File: src/rtl/assert_macros.svh
// Assertion macros shared by the text console writer modules.
`ifndef ASSERT_MACROS_SVH
`define ASSERT_MACROS_SVH

// Flag any clock edge at which cond holds.
`define TCW_ASSERT_NEVER(label, cond, msg) \
    label: assert property (@(posedge clk) disable iff (!rst_n) !(cond)) \
        else $error(msg);

// Flag any clock edge at which ante holds and cons does not.
`define TCW_ASSERT_IMPLY(label, ante, cons, msg) \
    label: assert property (@(posedge clk) disable iff (!rst_n) (ante) |-> (cons)) \
        else $error(msg);

`endif

File: src/rtl/tcw_pkg.sv
// Shared constants, codes and types of the text console writer.
package tcw_pkg;

    // Field widths
    localparam int CMD_W      = 2;
    localparam int CHAR_W     = 8;
    localparam int ATTR_W     = 8;
    localparam int RD_ROW_W   = 5;
    localparam int RD_COL_W   = 7;
    localparam int CUR_ROW_W  = 5;
    localparam int CUR_COL_W  = 7;
    localparam int CELL_W     = CHAR_W + ATTR_W;

    // Default geometry and queue depth
    localparam int ROWS_DEF    = 25;
    localparam int COLS_DEF    = 80;
    localparam int QUEUE_DEPTH = 4;

    // Character and attribute constants
    localparam logic [CHAR_W-1:0] NEWLINE_CODE = 8'd10;
    localparam logic [CHAR_W-1:0] BLANK_CODE   = 8'd32;
    localparam logic [ATTR_W-1:0] ATTR_RESET   = 8'd15;

    // Command codes
    localparam logic [CMD_W-1:0] CMD_PUT   = 2'd0;
    localparam logic [CMD_W-1:0] CMD_CLEAR = 2'd1;
    localparam logic [CMD_W-1:0] CMD_READ  = 2'd2;

    // Operation codes passed from front to back
    localparam int OP_W = 3;
    typedef logic [OP_W-1:0] op_t;

    localparam op_t OP_NONE        = 3'd0;
    localparam op_t OP_WRITE       = 3'd1;
    localparam op_t OP_BLANK       = 3'd2;
    localparam op_t OP_BLANK_WRITE = 3'd3;
    localparam op_t OP_CLEAR       = 3'd4;
    localparam op_t OP_READ        = 3'd5;

endpackage

File: src/rtl/tcw_queue.sv
// Short operation queue between front and back.
`include "assert_macros.svh"

module tcw_queue
    import tcw_pkg::*;
#(
    parameter int WIDTH = 32,
    parameter int DEPTH = QUEUE_DEPTH,
    localparam int PTR_W = $clog2(DEPTH),
    localparam int CNT_W = $clog2(DEPTH + 1)
) (
    input  logic             clk,
    input  logic             rst_n,
    input  logic             push,
    input  logic [WIDTH-1:0] push_data,
    input  logic             pop,
    output logic [WIDTH-1:0] head,
    output logic             full,
    output logic             empty
);

    logic [WIDTH-1:0] slots [DEPTH];
    logic [PTR_W-1:0] wr_ptr_reg, wr_ptr_next;
    logic [PTR_W-1:0] rd_ptr_reg, rd_ptr_next;
    logic [CNT_W-1:0] count_reg, count_next;

    assign full  = (count_reg == CNT_W'(DEPTH));
    assign empty = (count_reg == '0);
    assign head  = slots[rd_ptr_reg];

    always_comb
    begin
        wr_ptr_next = wr_ptr_reg;
        rd_ptr_next = rd_ptr_reg;
        count_next  = count_reg;
        if (push)
        begin
            wr_ptr_next = (wr_ptr_reg == PTR_W'(DEPTH - 1)) ? '0 : wr_ptr_reg + 1'b1;
        end
        if (pop)
        begin
            rd_ptr_next = (rd_ptr_reg == PTR_W'(DEPTH - 1)) ? '0 : rd_ptr_reg + 1'b1;
        end
        if (push && !pop)
        begin
            count_next = count_reg + 1'b1;
        end
        else if (pop && !push)
        begin
            count_next = count_reg - 1'b1;
        end
    end

    always_ff @(posedge clk or negedge rst_n)
    begin
        if (!rst_n)
        begin
            wr_ptr_reg <= '0;
            rd_ptr_reg <= '0;
            count_reg  <= '0;
        end
        else
        begin
            wr_ptr_reg <= wr_ptr_next;
            rd_ptr_reg <= rd_ptr_next;
            count_reg  <= count_next;
        end
    end

    always_ff @(posedge clk)
    begin
        if (push)
        begin
            slots[wr_ptr_reg] <= push_data;
        end
    end

    `TCW_ASSERT_NEVER(a_push_when_full, push && full, "item pushed into a full queue")
    `TCW_ASSERT_NEVER(a_count_bound, count_reg > CNT_W'(DEPTH), "queue count beyond depth")

endmodule

File: config.mk
export PLATFORM = sky130hd
export DESIGN_NAME = tcw_queue
export DESIGN_NICKNAME = d
export VERILOG_FILES = /design/src/rtl/tcw_pkg.sv /design/src/rtl/tcw_queue.sv
export VERILOG_INCLUDE_DIRS = /design/src /design/src/rtl
export SDC_FILE = /design/constraint.sdc
export NUM_CORES = 1
export LEC_CHECK = 0
export BUFFER_PORTS_ARGS = -buffer_cell sky130_fd_sc_hd__clkbuf_2
export CAP_MARGIN = 20
export CELL_PAD_IN_SITES_DETAIL_PLACEMENT = 1
export CELL_PAD_IN_SITES_GLOBAL_PLACEMENT = 2
export CORE_MARGIN = 2
export CORE_UTILIZATION = 45
export CTS_BUF_LIST = sky130_fd_sc_hd__clkbuf_4 sky130_fd_sc_hd__clkbuf_8 sky130_fd_sc_hd__clkbuf_16
export DETAILED_ROUTE_END_ITERATION = 10
export GPL_ROUTABILITY_DRIVEN = 0
export PLACE_DENSITY_LB_ADDON = 0.1
export RECOVER_POWER = 25
export SLEW_MARGIN = 20
export SYNTH_ARGS = -nofsm -noshare
export SYNTH_HDL_FRONTEND = slang
export SYNTH_SLANG_ARGS = --single-unit
export TNS_END_PERCENT = 30
File: constraint.sdc
create_clock -name clk -period 3.3 [get_ports clk]
set_input_delay 0.66 -clock clk [delete_from_list [all_inputs] [get_ports clk]]
set_output_delay 0.66 -clock clk [all_outputs]
set_load 0.03 [all_outputs]
Word-level counts from Yosys, hierarchy flattened

Memories as Yosys holds them, arrays and structs flattened.
Index checks and enable logic that the tools add are counted.

Memory bits (writable): 128
Memories kept: 1
Input bits: 36
Flip-flop bits (word level): 7

Memory list:

| name  | words | width | read ports | clocked after memory_dff | wr ports | line            | source |
|---|---|---|---|---|---|---|---|
| slots | 4     | 32    | 1          | 0                        | 1        | tcw_queue.sv:22 | `logic [WIDTH-1:0] slots [DEPTH];` |

Add/sub/neg operators: 4
Eq/ne operators: 3
Reductions and logical operators: 6
Mux-type cells: 6

Operators by type and width:

| operator                                         | number |
|---|---|
| 2-to-1 mux 3 bit                                 | 2 |
| adder 2 x 1 -> 2 bit, second input constant      | 2 |
| equality test 2 bit, second input constant       | 2 |
| 2-to-1 mux 2 bit                                 | 2 |
| adder 3 x 1 -> 3 bit, second input constant      | 1 |
| equality test 3 bit, second input constant       | 1 |
| logical NOT 3 bit                                | 1 |
| subtractor 3 x 1 -> 3 bit, second input constant | 1 |
| logical AND 1 bit                                | 2 |
| logical NOT 1 bit                                | 2 |
| 2-to-1 mux 1 bit                                 | 2 |
| nonzero test 2 bit                               | 1 |

Logic depth before layout (Yosys ltp)

Word-level depth: 4
Depth in mapped cells: 7

Least setup slack after synthesis

OpenSTA, ideal clock, no wires.

Path kind: reg-to-output
Start point: reg rd_ptr_reg[0]
End point: out head[0]
Setup slack: 1.396 ns
Required time: 2.640 ns
Data arrival time: 1.244 ns
Path buffers: 2
Stages on the path, launching flop included: 4
Cell sequence: dfrtp_1 buf_6 buf_12 mux4_2

Word-level cells in the longest chain between the ends: 1

RTL lines:

| what                     | line            | source |
|---|---|---|
| start: declaration       | tcw_queue.sv:24 | `logic [PTR_W-1:0] rd_ptr_reg, rd_ptr_next;` |
| start signal: assignment | tcw_queue.sv:65 | `rd_ptr_reg <= rd_ptr_next;` |
| memory (4 x 32 bit)      | n/a             |  |
| end: declaration         | tcw_queue.sv:17 | `output logic [WIDTH-1:0] head,` |

Every way passes these cells.

Worst setup path in the final report

Ends and elaborated chain as after synthesis.

==> impl_metrics.tcl <==
set metrics [dict create \
    antenna_found_initial 0 \
    cp_max_fo 19 \
    num_vias 2308 \
    insertion_delay_ns 0.40 \
    cts_resized 0 \
    drtIter0Drc 112 \
    row_count 38 \
    fillers 983 \
    start_kind "register" \
    drt_pass1_iterations 4 \
    layout-drive-gt1-share_pct 37.0 \
    seqPwrFrac_pct 41.3 \
    core-area_sq_um 10900 \
    drtAntennaViolNets 0 \
    worst_pin_slew_ns 0.902 \
    grt_util_all_layers_pct 16.4 \
    peakVddDrop_uv 440 \
    drv_slew 0 \
    internal-power_mw 3.90 \
    synth-adder-area-share_pct 1.87 \
    hold_violations 0 \
    cts_setup_buffers 0 \
    synthDistinctLibCells 20 \
    fin_cells 440 \
    required_ns 2.64 \
    htree_levels 4 \
    syn_area_per_cell_sq_um 24.8 \
    die_w_um 110 \
    layout.nets 334 \
    whs_ns 0.151 \
    synth-xor-area-share_pct 0.517 \
    dieArea_sq_um 12200 \
    end_kind "output port" \
    setup_violations 0 \
    grt_pass1_vias 2613 \
    seq_area_frac_synth_pct 79.1 \
    drc_errors 0 \
    dp_hpwl_um 5600 \
    clockBufferDepth 2 \
    wire_per_inst_um 20.3 \
    power_per_cell_area_nw_per_um2 957 \
    routed_wirelength_um 8940 \
    syn_area_sq_um 5080 \
    pin_count 70 \
    pwr-share-clk_pct 28.2 \
    switching_power_mw 1.89 \
    p_leak_nw 2.10 \
    synth_top_family_by_area "multiplexers" \
    die_y_um 110 \
    final_util_pct 55.3 \
    power.share.combinational_pct 30.6 \
    maxSlewHeadroom_pct 39.8 \
    grt_setup_unrepaired "no" \
    crit_chain "buf_12 -> mux4_2 -> clkbuf_2" \
    largest_register_ff_count 128 \
    hold_buffers 0 \
    clock_sinks 135 \
    syn-num-nets 248 \
    worstPathArrival_ns 2.19 \
    diodes 0 \
    grt_overflow 0 \
    cpPeakStageDelay_ns 0.77 \
    dp.cells 412 \
    drv_cap 0 \
    cp_slowest_cell "dfrtp_2" \
    synth_compound_area_share_pct 0.197 \
    clk_pin_slew_ns 0.05 \
    netlist_instances 205 \
    synth-seq-cells 135 \
    fmax_mhz 351 \
    fin_crit_sh_pct 86.2 \
    avgViaCountPerCell 5.25 \
    initial_core_util_pct 46.5 \
    grt_pass1_wl_um 14000 \
    p_sw_share_pct 32.6 \
    finalSetupTns_ns 0 \
    min_period_ns 2.85 \
    fin_skew_ns 0.00700 \
    portBuffers 69 \
    report.power.total_mw 5.79 \
    cts_tree "built" \
    area_growth_pct 19.0 \
    cts-root-buf "clkbuf_16" \
    grt_max_degree 33 \
    cts_made_buffers 17 \
    synth_mux_area_share_pct 15.1 \
    synth_simple_gate_area_share_pct 1.11 \
    crit_type "reg -> out" \
    yosysWarnings 0 \
    outcome "finished, final reports clean" \
    hp-class "in -> async" \
]
-- Yosys cell counts --
cell        n  area share, %
buf_12      3            1.2
nor3b_1     1           0.15
clkbuf_1    1          0.074
ha_1        6            1.5
buf_6       1           0.22
o21ai_0     2           0.20
mux2_2      3           0.66
xor2_1      2           0.34
mux4_1      4            2.1
and2_1      4           0.49
xnor2_1     1           0.17
edfxtp_1  128             76
mux4_2     28             12
nor3_1      1          0.098
nor2_1      3           0.22
buf_2       3           0.30
dfrtp_1     7            3.4
nand2_1     2           0.15
inv_1       4           0.30
fa_1        1           0.39
-- cell type report --
| type | count | area, sq um | share of cell area (%) |
|---|---|---|---|
| Clock buffer | 18 | 433 | 7.16 |
| Clock inverter | 10 | 66.3 | 1.10 |
| Inverter | 4 | 15.0 | 0.248 |
| Multi-Input combinational cell | 58 | 962 | 15.9 |
| Sequential cell | 135 | 4020 | 66.5 |
| Tap cell | 140 | 175 | 2.90 |
| Timing Repair Buffer | 75 | 375 | 6.21 |
-- stage by stage --
stage	cell area (sq um)	setup slack, ns
after global placement	5580	0.831
after floorplan	5080	1.40
final	6050	0.454
after global routing	6050	0.322
after detailed placement	5580	0.832
after CTS	6080	0.380
-- worst paths after layout --
kind,depth (start not counted),start,slack [ns],endpoint
min reg2reg,1,count_reg[2]$_DFFE_PN0P_,0.49,count_reg[2]$_DFFE_PN0P_
max,3,rd_ptr_reg[0]$_DFFE_PN0P_,0.45,head[0]
max in group asynchronous,1,rst_n,2.84,rd_ptr_reg[0]$_DFFE_PN0P_
max reg2reg,4,wr_ptr_reg[0]$_DFFE_PN0P_,1.50,slots[2][16]$_DFFE_PP_
min,1,rst_n,0.15,wr_ptr_reg[1]$_DFFE_PN0P_
min in group clk,1,push_data[3],0.49,slots[0][3]$_DFFE_PP_
-- logic make-up (layout without fill, tap and decap cells) --
kind of cell / after synthesis / after routing
AOI/OAI and AO/OA: 2 / 2
xor gates and xnor gates: 3 / 3
adders and majority gates: 7 / 7
buffers and inverters: 12 / 107
DFF: 135 / 135
muxes: 35 / 35
and+or+nand+nor: 11 / 11
-- routing by layer --
metal  routed length, um  global-route usage (%)
met5                   0                       0
met3                 397                    5.53
met2                4300                    25.5
met4                 108                    6.70
met1                4130                    21.6
-- worst max-delay path: cells and delay by family, from the launching register on --
family / cells / cell delay (ns)
buf+inv: 2 / 0.47
flops: 1 / 0.77
mux: 1 / 0.54
-- layout by cell type, fill, tap and decap left out --
cell       count
nor3b_1        1
clkinv_2       2
clkbuf_16     17
clkbuf_4       1
xnor2_1        1
edfxtp_1     128
ha_1           6
buf_4          5
buf_12         1
inv_1          4
and2_2         4
fa_1           1
nor2_1         3
clkbuf_2      47
nor3_1         1
mux4_2        28
clkinv_1       7
mux4_1         4
o21ai_0        2
bufinv_16      1
dfrtp_2        2
dfrtp_1        5
xor2_1         2
clkbuf_1      22
nand2_1        2
mux2_2         3
-- power by group through the flow --
stage | registers, mW | clock network, mW | logic [mW]
6_report | 2.39 | 1.63 | 1.77
3_5_place_dp | 2.43 | 0 | 1.81
2_1_floorplan | 2.31 | 0 | 1.46
5_1_grt | 2.43 | 1.72 | 1.91
3_3_place_gp | 2.42 | 0 | 1.80
4_1_cts | 2.40 | 1.67 | 1.82
Note: power is estimated with default switching activity, not from simulation.
