===== src/rtl/assert_macros.svh =====
// Assertion macros shared by the text console writer modules.
`ifndef ASSERT_MACROS_SVH
`define ASSERT_MACROS_SVH

// Flag any clock edge at which cond holds.
`define TCW_ASSERT_NEVER(label, cond, msg) \
    label: assert property (@(posedge clk) disable iff (!rst_n) !(cond)) \
        else $error(msg);

// Flag any clock edge at which ante holds and cons does not.
`define TCW_ASSERT_IMPLY(label, ante, cons, msg) \
    label: assert property (@(posedge clk) disable iff (!rst_n) (ante) |-> (cons)) \
        else $error(msg);

`endif


===== src/rtl/tcw_pkg.sv =====
// Shared constants, codes and types of the text console writer.
package tcw_pkg;

    // Field widths
    localparam int CMD_W      = 2;
    localparam int CHAR_W     = 8;
    localparam int ATTR_W     = 8;
    localparam int RD_ROW_W   = 5;
    localparam int RD_COL_W   = 7;
    localparam int CUR_ROW_W  = 5;
    localparam int CUR_COL_W  = 7;
    localparam int CELL_W     = CHAR_W + ATTR_W;

    // Default geometry and queue depth
    localparam int ROWS_DEF    = 25;
    localparam int COLS_DEF    = 80;
    localparam int QUEUE_DEPTH = 4;

    // Character and attribute constants
    localparam logic [CHAR_W-1:0] NEWLINE_CODE = 8'd10;
    localparam logic [CHAR_W-1:0] BLANK_CODE   = 8'd32;
    localparam logic [ATTR_W-1:0] ATTR_RESET   = 8'd15;

    // Command codes
    localparam logic [CMD_W-1:0] CMD_PUT   = 2'd0;
    localparam logic [CMD_W-1:0] CMD_CLEAR = 2'd1;
    localparam logic [CMD_W-1:0] CMD_READ  = 2'd2;

    // Operation codes passed from front to back
    localparam int OP_W = 3;
    typedef logic [OP_W-1:0] op_t;

    localparam op_t OP_NONE        = 3'd0;
    localparam op_t OP_WRITE       = 3'd1;
    localparam op_t OP_BLANK       = 3'd2;
    localparam op_t OP_BLANK_WRITE = 3'd3;
    localparam op_t OP_CLEAR       = 3'd4;
    localparam op_t OP_READ        = 3'd5;

endpackage


===== src/rtl/tcw_front.sv =====
// Front end: keeps the cursor and scroll offset, turns commands into operations.
module tcw_front
    import tcw_pkg::*;
#(
    parameter int ROWS    = ROWS_DEF,
    parameter int COLS    = COLS_DEF,
    localparam int ROW_IW = $clog2(ROWS),
    localparam int CIDX_W = $clog2(COLS),
    localparam int CCOL_W = $clog2(COLS + 1),
    localparam int ADDR_W = $clog2(ROWS * COLS),
    localparam int ENTRY_W = OP_W + 2 * ADDR_W + CHAR_W + ROW_IW + CCOL_W
) (
    input  logic                clk,
    input  logic                rst_n,
    input  logic                accept,
    input  logic [CMD_W-1:0]    command,
    input  logic [CHAR_W-1:0]   char_code,
    input  logic [RD_ROW_W-1:0] read_row,
    input  logic [RD_COL_W-1:0] read_col,
    output logic [ENTRY_W-1:0]  entry
);

    logic [ROW_IW-1:0] cur_row_reg, cur_row_next;
    logic [CCOL_W-1:0] cur_col_reg, cur_col_next;
    logic [ROW_IW-1:0] top_reg, top_next;

    logic              is_nl;
    logic              wrap;
    logic              scroll;
    logic [ROW_IW-1:0] top_inc;
    logic [ROW_IW-1:0] lrow;
    logic [CIDX_W-1:0] lcol;
    logic [ROW_IW:0]   psum;
    logic [ROW_IW-1:0] prow;
    logic [ADDR_W-1:0] base;
    logic [ADDR_W-1:0] addr;
    op_t               op;

    always_comb
    begin
        is_nl   = (char_code == NEWLINE_CODE);
        wrap    = is_nl || (cur_col_reg == CCOL_W'(COLS));
        scroll  = wrap && (cur_row_reg == ROW_IW'(ROWS - 1));
        top_inc = (top_reg == ROW_IW'(ROWS - 1)) ? '0 : top_reg + 1'b1;

        cur_row_next = cur_row_reg;
        cur_col_next = cur_col_reg;
        top_next     = top_reg;
        op           = OP_NONE;
        lrow         = ROW_IW'(read_row);
        lcol         = CIDX_W'(read_col);

        case (command)
            CMD_PUT:
            begin
                if (wrap)
                begin
                    if (scroll)
                    begin
                        top_next = top_inc;
                    end
                    else
                    begin
                        cur_row_next = cur_row_reg + 1'b1;
                    end
                end
                lrow = cur_row_next;
                if (is_nl)
                begin
                    cur_col_next = '0;
                    lcol         = '0;
                    op           = scroll ? OP_BLANK : OP_NONE;
                end
                else
                begin
                    if (wrap)
                    begin
                        lcol         = '0;
                        cur_col_next = CCOL_W'(1);
                    end
                    else
                    begin
                        lcol         = CIDX_W'(cur_col_reg);
                        cur_col_next = cur_col_reg + 1'b1;
                    end
                    op = scroll ? OP_BLANK_WRITE : OP_WRITE;
                end
            end
            CMD_CLEAR:
            begin
                op = OP_CLEAR;
            end
            CMD_READ:
            begin
                if ((int'(read_row) < ROWS) && (int'(read_col) < COLS))
                begin
                    op = OP_READ;
                end
            end
            default:
            begin
                op = OP_NONE;
            end
        endcase

        // Logical row to physical row through the scroll offset
        psum = {1'b0, top_next} + {1'b0, lrow};
        if (psum >= (ROW_IW + 1)'(ROWS))
        begin
            prow = ROW_IW'(psum - (ROW_IW + 1)'(ROWS));
        end
        else
        begin
            prow = psum[ROW_IW-1:0];
        end
        base = ADDR_W'(prow) * ADDR_W'(COLS);
        addr = base + ADDR_W'(lcol);
    end

    assign entry = {op, base, addr, char_code, cur_row_next, cur_col_next};

    always_ff @(posedge clk or negedge rst_n)
    begin
        if (!rst_n)
        begin
            cur_row_reg <= '0;
            cur_col_reg <= '0;
            top_reg     <= '0;
        end
        else if (accept)
        begin
            cur_row_reg <= cur_row_next;
            cur_col_reg <= cur_col_next;
            top_reg     <= top_next;
        end
    end

endmodule


===== config.mk =====
export PLATFORM = sky130hd
export DESIGN_NAME = tcw_front
export DESIGN_NICKNAME = d
export VERILOG_FILES = /design/src/rtl/assert_macros.svh /design/src/rtl/tcw_pkg.sv /design/src/rtl/tcw_front.sv
export SDC_FILE = /design/constraint.sdc
export NUM_CORES = 1
export LEC_CHECK = 0
export BUFFER_PORTS_ARGS = -buffer_cell sky130_fd_sc_hd__buf_2
export CORE_MARGIN = 5
export CORE_UTILIZATION = 53
export CTS_CLUSTER_DIAMETER = 60
export DETAILED_ROUTE_END_ITERATION = 16
export PLACE_DENSITY = 0.82
export SLEW_MARGIN = 10
export SYNTH_ARGS = -nofsm -noshare
export SYNTH_HDL_FRONTEND = slang
export SYNTH_SLANG_ARGS = --single-unit

===== constraint.sdc =====
create_clock -name clk -period 10.3 [get_ports clk]
set_input_delay 1.03 -clock clk [delete_from_list [all_inputs] [get_ports clk]]
set_output_delay 1.03 -clock clk [all_outputs]
set_load 0.005 [all_outputs]

After elaboration in Yosys (flattened, before gate mapping)
Cells that the tools add are included.
{"block": "op_classes", "n_addsub": 6, "multipliers": 1, "n_div": 0, "magnitude_cmp": 3, "n_eq_ne": 6, "shifts": 0, "mux": 20, "bitwise": 0, "reduce_logical": 4}
{"operator": "$mux 5", "count": 9}
{"operator": "$mux 7", "count": 6}
{"operator": "$add 11x7->11", "count": 1}
{"operator": "$add 5x1->5 const B", "count": 2}
{"operator": "$eq 5x5->1 const B", "count": 2}
{"operator": "$pmux 3 s3", "count": 1}
{"operator": "$eq 8x4->1 const B", "count": 1}
{"operator": "$add 7x1->7 const B", "count": 1}
{"operator": "$eq 7x7->1 const B", "count": 1}
{"operator": "$lt 7x7->1 const B", "count": 1}
{"operator": "$mul 5x3->7 const B", "count": 1}
{"operator": "$add 5x5->6", "count": 1}
{"operator": "$ge 6x5->1 const B", "count": 1}
{"operator": "$mux 2", "count": 3}
{"operator": "$lt 5x5->1 const B", "count": 1}
{"operator": "$sub 5x5->5 const B", "count": 1}
{"operator": "$mux 3", "count": 1}
{"operator": "$eq 2x1->1 const B", "count": 1}
{"operator": "$eq 2x2->1 const B", "count": 1}
{"operator": "$logic_and 1x1->1", "count": 2}
{"operator": "$logic_not 2->1", "count": 1}
{"operator": "$logic_or 1x1->1", "count": 1}
{"block": "word_totals", "register_bits": 17, "latchBits": 0, "ramBits": 0, "romBits": 0, "inputBits": 25, "output_inout_bits": 45, "elab_cells": 43, "memories": 0}

Depth between registers and ports, before layout
{"block": "logic_depth", "word_depth": 11, "depth_mapped": 28, "mapped_depth_nobuf": 27}

Worst setup path after synthesis
OpenSTA, ideal clock, no wires.
{"block": "synth_path", "path_type": "input to output", "start": "in char_code[7]", "end": "out entry[30]", "arrival_ns": 6.945, "required_ns": 9.270, "setup_slack_ns": 2.325, "cell_stages": 23, "n_path_buf": 0, "path_cell_list": "nor4b_1 nand2_1 a211oi_4 mux2_2 ha_1 fa_1 inv_1 ha_1 nand2b_1 o2111ai_1 a211oi_1 a211oi_1 mux2_2 ha_1 ha_1 inv_1 fa_1 nand2b_1 nor3_1 nor2b_1 nor3_1 a2111oi_0 a32oi_1"}
{"block": "synth_via", "elab_chain_cells": 11, "word_cells_on_any_way": 18, "classes_between": "add/sub: 3; mul: 1; order compare: 1; eq/ne: 1; mux: 10; reduce/logical: 2"}
{"item": "start, declared", "line_no": "tcw_front.sv:17", "rtl": "input logic [CHAR_W-1:0] char_code,"}
{"item": "$eq 8x4->1 (*)", "line_no": "tcw_front.sv:41", "rtl": "is_nl = (char_code == NEWLINE_CODE);"}
{"item": "$logic_or 1x1->1 (*)", "line_no": "tcw_front.sv:42", "rtl": "wrap = is_nl || (cur_col_reg == CCOL_W'(COLS));"}
{"item": "$logic_and 1x1->1", "line_no": "tcw_front.sv:43", "rtl": "scroll = wrap && (cur_row_reg == ROW_IW'(ROWS - 1));"}
{"item": "$mux 5", "line_no": "tcw_front.sv:58", "rtl": "if (scroll)"}
{"item": "$mux 5 (*)", "line_no": "tcw_front.sv:56", "rtl": "if (wrap)"}
{"item": "$mux 5 (*)", "line_no": "tcw_front.sv:53", "rtl": "case (command)"}
{"item": "net top_next[0]", "line_no": "tcw_front.sv:25", "rtl": "logic [ROW_IW-1:0] top_reg, top_next;"}
{"item": "$add 5x5->6 (*)", "line_no": "tcw_front.sv:107", "rtl": "psum = {1'b0, top_next} + {1'b0, lrow};"}
{"item": "$sub 5x5->5 or $ge 6x5->1 (tied branches)", "line_no": "tcw_front.sv:110, tcw_front.sv:108"}
{"item": "$mux 5 (*)", "line_no": "tcw_front.sv:108", "rtl": "if (psum >= (ROW_IW + 1)'(ROWS))"}
{"item": "$mul 5x3->7 (*)", "line_no": "tcw_front.sv:116", "rtl": "base = ADDR_W'(prow) * ADDR_W'(COLS);"}
{"item": "net entry[36]", "line_no": "tcw_front.sv:20", "rtl": "output logic [ENTRY_W-1:0] entry"}
{"item": "$add 11x7->11 (*)", "line_no": "tcw_front.sv:117", "rtl": "addr = base + ADDR_W'(lcol);"}
{"item": "end, declared", "line_no": "tcw_front.sv:20"}
The timed path passes the listed nets; every way through them passes the cells marked *.

Worst setup path in the final report
{"block": "layout_path", "start": "in char_code[2]", "end": "out entry[30]"}
{"block": "layout_via", "elab_chain_cells": 11, "word_cells_on_any_way": 18, "classes_between": "add/sub: 3; mul: 1; order compare: 1; eq/ne: 1; mux: 10; reduce/logical: 2"}
{"item": "$eq 8x4->1 (*)", "line_no": "tcw_front.sv:41"}
{"item": "$logic_or 1x1->1 (*)", "line_no": "tcw_front.sv:42"}
{"item": "$logic_and 1x1->1", "line_no": "tcw_front.sv:43"}
{"item": "$mux 5", "line_no": "tcw_front.sv:58"}
{"item": "$mux 5 (*)", "line_no": "tcw_front.sv:56"}
{"item": "$mux 5 (*)", "line_no": "tcw_front.sv:53"}
{"item": "net top_next[0]", "line_no": "tcw_front.sv:25"}
{"item": "$add 5x5->6 (*)", "line_no": "tcw_front.sv:107"}
{"item": "$sub 5x5->5 or $ge 6x5->1 (tied branches)", "line_no": "tcw_front.sv:110, tcw_front.sv:108"}
{"item": "$mux 5 (*)", "line_no": "tcw_front.sv:108"}
{"item": "$mul 5x3->7 (*)", "line_no": "tcw_front.sv:116"}
{"item": "$add 11x7->11 (*)", "line_no": "tcw_front.sv:117"}
Marked as above.

==> flow_metrics.py <==
metrics = {
    "power_and_ir_drop": {
        "total_power_uw": 450,
        "leakage_nw": 1.26,
        "ir_drop_mv": 0.0955,
        "pwr_density_cell_mw_per_mm2": 175,
    },
    "floorplanning": {
        "start_util_pct": 55.5,
        "io_pins": 70,
        "die_width_um": 75.4,
        "die_area_mm2": 0.00568,
        "coreArea_mm2": 0.00409,
        "fp-row-count": 23,
        "die_height_um": 75.4,
    },
    "clock_tree": {
        "cts.repair.resized": 0,
        "cts_tree": "done",
        "clk_pin_slew_worst_paths_ns": 0.07,
        "hold_buffers": 0,
        "clock_path_buffers": 2,
        "h-tree-depth": 1,
        "cts_sinks": 17,
        "clockRootBuffer": "clkbuf_8",
        "post-cts-setup-buffers": 0,
        "cts_buffers": 3,
        "insertion_delay_ns": 0.26,
    },
    "min_path": {
        "hold_start": "cur_col_reg[6]$_DFFE_PN0P_",
        "hold_path.class": "flip-flop to flip-flop",
        "min_path_cells": 1,
    },
    "timing": {
        "setup_viol": 0,
        "tns_ns": 0,
        "finalMaxSlewViolations": 0,
        "max_slew_margin_pct": 39.8,
        "fmax_ghz": 0.113,
        "tightestPinTransition_ns": 0.902,
        "rsz0062_at_grt": "false",
        "finClkSkew_ns": 0.0149,
        "fin_crit_ns": 8.87,
        "hold_viol_final": 0,
        "fin_crit_sh_pct": 86.1,
    },
    "routing": {
        "drt_first_pass_iters": 4,
        "post_drt_via_cell_ratio": 5.68,
        "drc": 0,
        "routed_wl_um": 5560,
        "drt_iter0_drc": 141,
        "antenna_left": 0,
        "vias": 2191,
        "wl_per_cell_um": 14.4,
    },
    "critical_path": {
        "cp.arrival_ns": 7.84,
        "reg2reg_depth": 8,
        "crit_type": "input port to primary output",
        "critPathRequiredTime_ns": 9.27,
        "endpoint_kind": "primary output",
        "reg2reg_from": "cur_col_reg[0]$_DFFE_PN0P_",
        "crit_path_start_kind": "input port",
        "crit_start": "char_code[2]",
        "path_max_fanout": 7,
    },
    "placement": {
        "port_buffers": 65,
        "place_area_mm2": 0.00253,
        "dp.cells": 382,
        "globalplace.congestion": 0.854,
        "dp_hpwl_um": 4490,
    },
    "global_routing": {
        "first_global_vias": 2080,
        "grt_overflow": 0,
        "grt_max_degree": 26,
        "grt_pass1_wl_um": 9250,
        "gr-usage-all-layers_pct": 20.3,
        "antenna_found_initial": 0,
    },
    "cells_and_area": {
        "antenna_cells": 0,
        "final_cell_mix": "buf_2, nand2_1, o21ai_0, ha_1, inv_1",
        "utilization_pct": 63.0,
        "largest_reg_flops": 7,
        "nets": 387,
        "layout_commonest_cell": "buf_2",
        "design_area_mm2": 0.00257,
        "fin_cells": 386,
        "multi_input_area_mm2": 0.00163,
        "drive_gt1_share_pct": 25.0,
        "areaGrowthSynthToFinish_pct": 13.6,
        "seqCellArea_um2": 425,
        "fillers": 387,
    },
    "yosys": {
        "ys_warn_count": 0,
        "synth_area_per_cell_um2": 7.90,
        "async_reset_ff_share_pct": 100,
        "syn_area_mm2": 0.00227,
        "synth_ff_type": "dfrtp_1",
        "syn_inst": 287,
        "synth-seq-cells": 17,
        "yosysSeqAreaShare_pct": 18.8,
        "synth.distinct_cells": 52,
        "synth_edf_count": 0,
    },
    "status": {
        "status": "finished, final reports clean",
    },
    "run": {
        "maxCapViolations": 0,
    },
}
## critical path: stages
cell,delay [ns]
buf_2,0.10
nor4b_1,0.41
nand2_1,0.21
a211oi_4,0.44
mux2_2,0.40
ha_1,0.24
fa_1,0.55
inv_1,0.07
ha_1,0.18
nand2b_1,0.19
o2111ai_1,0.21
a211oi_1,0.10
a211oi_1,0.59
mux2_2,0.46
ha_1,0.29
ha_1,0.21
inv_1,0.07
fa_1,0.45
nand2b_1,0.18
nor3_1,0.45
nor2b_1,0.23
nor3_1,0.08
a2111oi_0,0.39
a32oi_1,0.15
buf_2,0.14
## Yosys cell counts, drive strengths merged (4+ instances only)
cell	count	area share [%]
nor2b	4	1.1
nor3	6	1.3
ha	22	12
o21ai	24	5.3
a21o	5	1.7
a22o	11	4.3
mux2	5	2.5
buf	13	4.5
inv	21	3.5
a211oi	4	1.9
nor2	20	3.3
xor2	7	2.7
nand4	4	1.1
dfrtp	17	19
clkbuf	10	1.7
nand2	26	4.4
or2	6	1.7
and3	5	1.5
a21oi	11	2.4
nand3	8	1.8
xnor2	20	7.7
## path summary, 6_finish.rpt
| path | to | slack, ns |
|---|---|---|
| min in group asynchronous | cur_col_reg[0]$_DFFE_PN0P_ | 0.70 |
| max in group asynchronous | cur_row_reg[0]$_DFFE_PN0P_ | 9.29 |
| hold / removal | cur_col_reg[6]$_DFFE_PN0P_ | 0.56 |
| setup / recovery | entry[30] | 1.43 |
| setup reg to reg | cur_row_reg[4]$_DFFE_PN0P_ | 7.49 |
| hold reg to reg | cur_col_reg[6]$_DFFE_PN0P_ | 0.56 |
## metrics by stage
| step | worst slack [ns] | hold WS [ns] |
|---|---|---|
| 2_1_floorplan | 2.33 | 0.502 |
| 3_3_place_gp | 1.79 | 0.538 |
| 3_5_place_dp | 1.51 | 0.547 |
| 4_1_cts | 1.50 | 0.566 |
| 5_1_grt | 0.794 | 0.587 |
| 6_report | 1.43 | 0.565 |
## report_power, final
group / total [mW] / internal [mW] / switching, mW
clock: 0.0533 / 0.0272 / 0.0261
sequential: 0.0877 / 0.0750 / 0.0127
combinational: 0.309 / 0.147 / 0.162
## cells by family (layout without fill, tap and decap cells)
family	count (synthesis)	in the layout	share of synthesized area [%]
AO/OA/AOI/OAI	73	73	22.0
XOR/XNOR	27	27	10.4
adder cells (fa/ha/maj)	25	25	14.8
buffers and inverters	44	90	9.61
flip-flops	17	17	18.8
multiplexers	5	5	2.48
other	1	4	0.165
AND/OR/NAND/NOR	95	95	21.7
## metal layers
| metal | global-route usage, % | part of all wire, % |
|---|---|---|
| met3 | 2.51 | 4.7 |
| met1 | 26.7 | 45 |
| met4 | 3.88 | 0.83 |
| met2 | 36.0 | 49 |
| met5 | 0 | 0 |
## layout make-up
cell class	instances	share of cell area (%)
repair buffers	65	12.6
flip-flops and latches	17	16.5
clock buffers	3	1.60
inverters	21	3.06
well taps	50	2.43
clock inverters	1	0.292
multi-input cells	229	63.5
No activity file was read; power rests on OpenSTA's default activity.
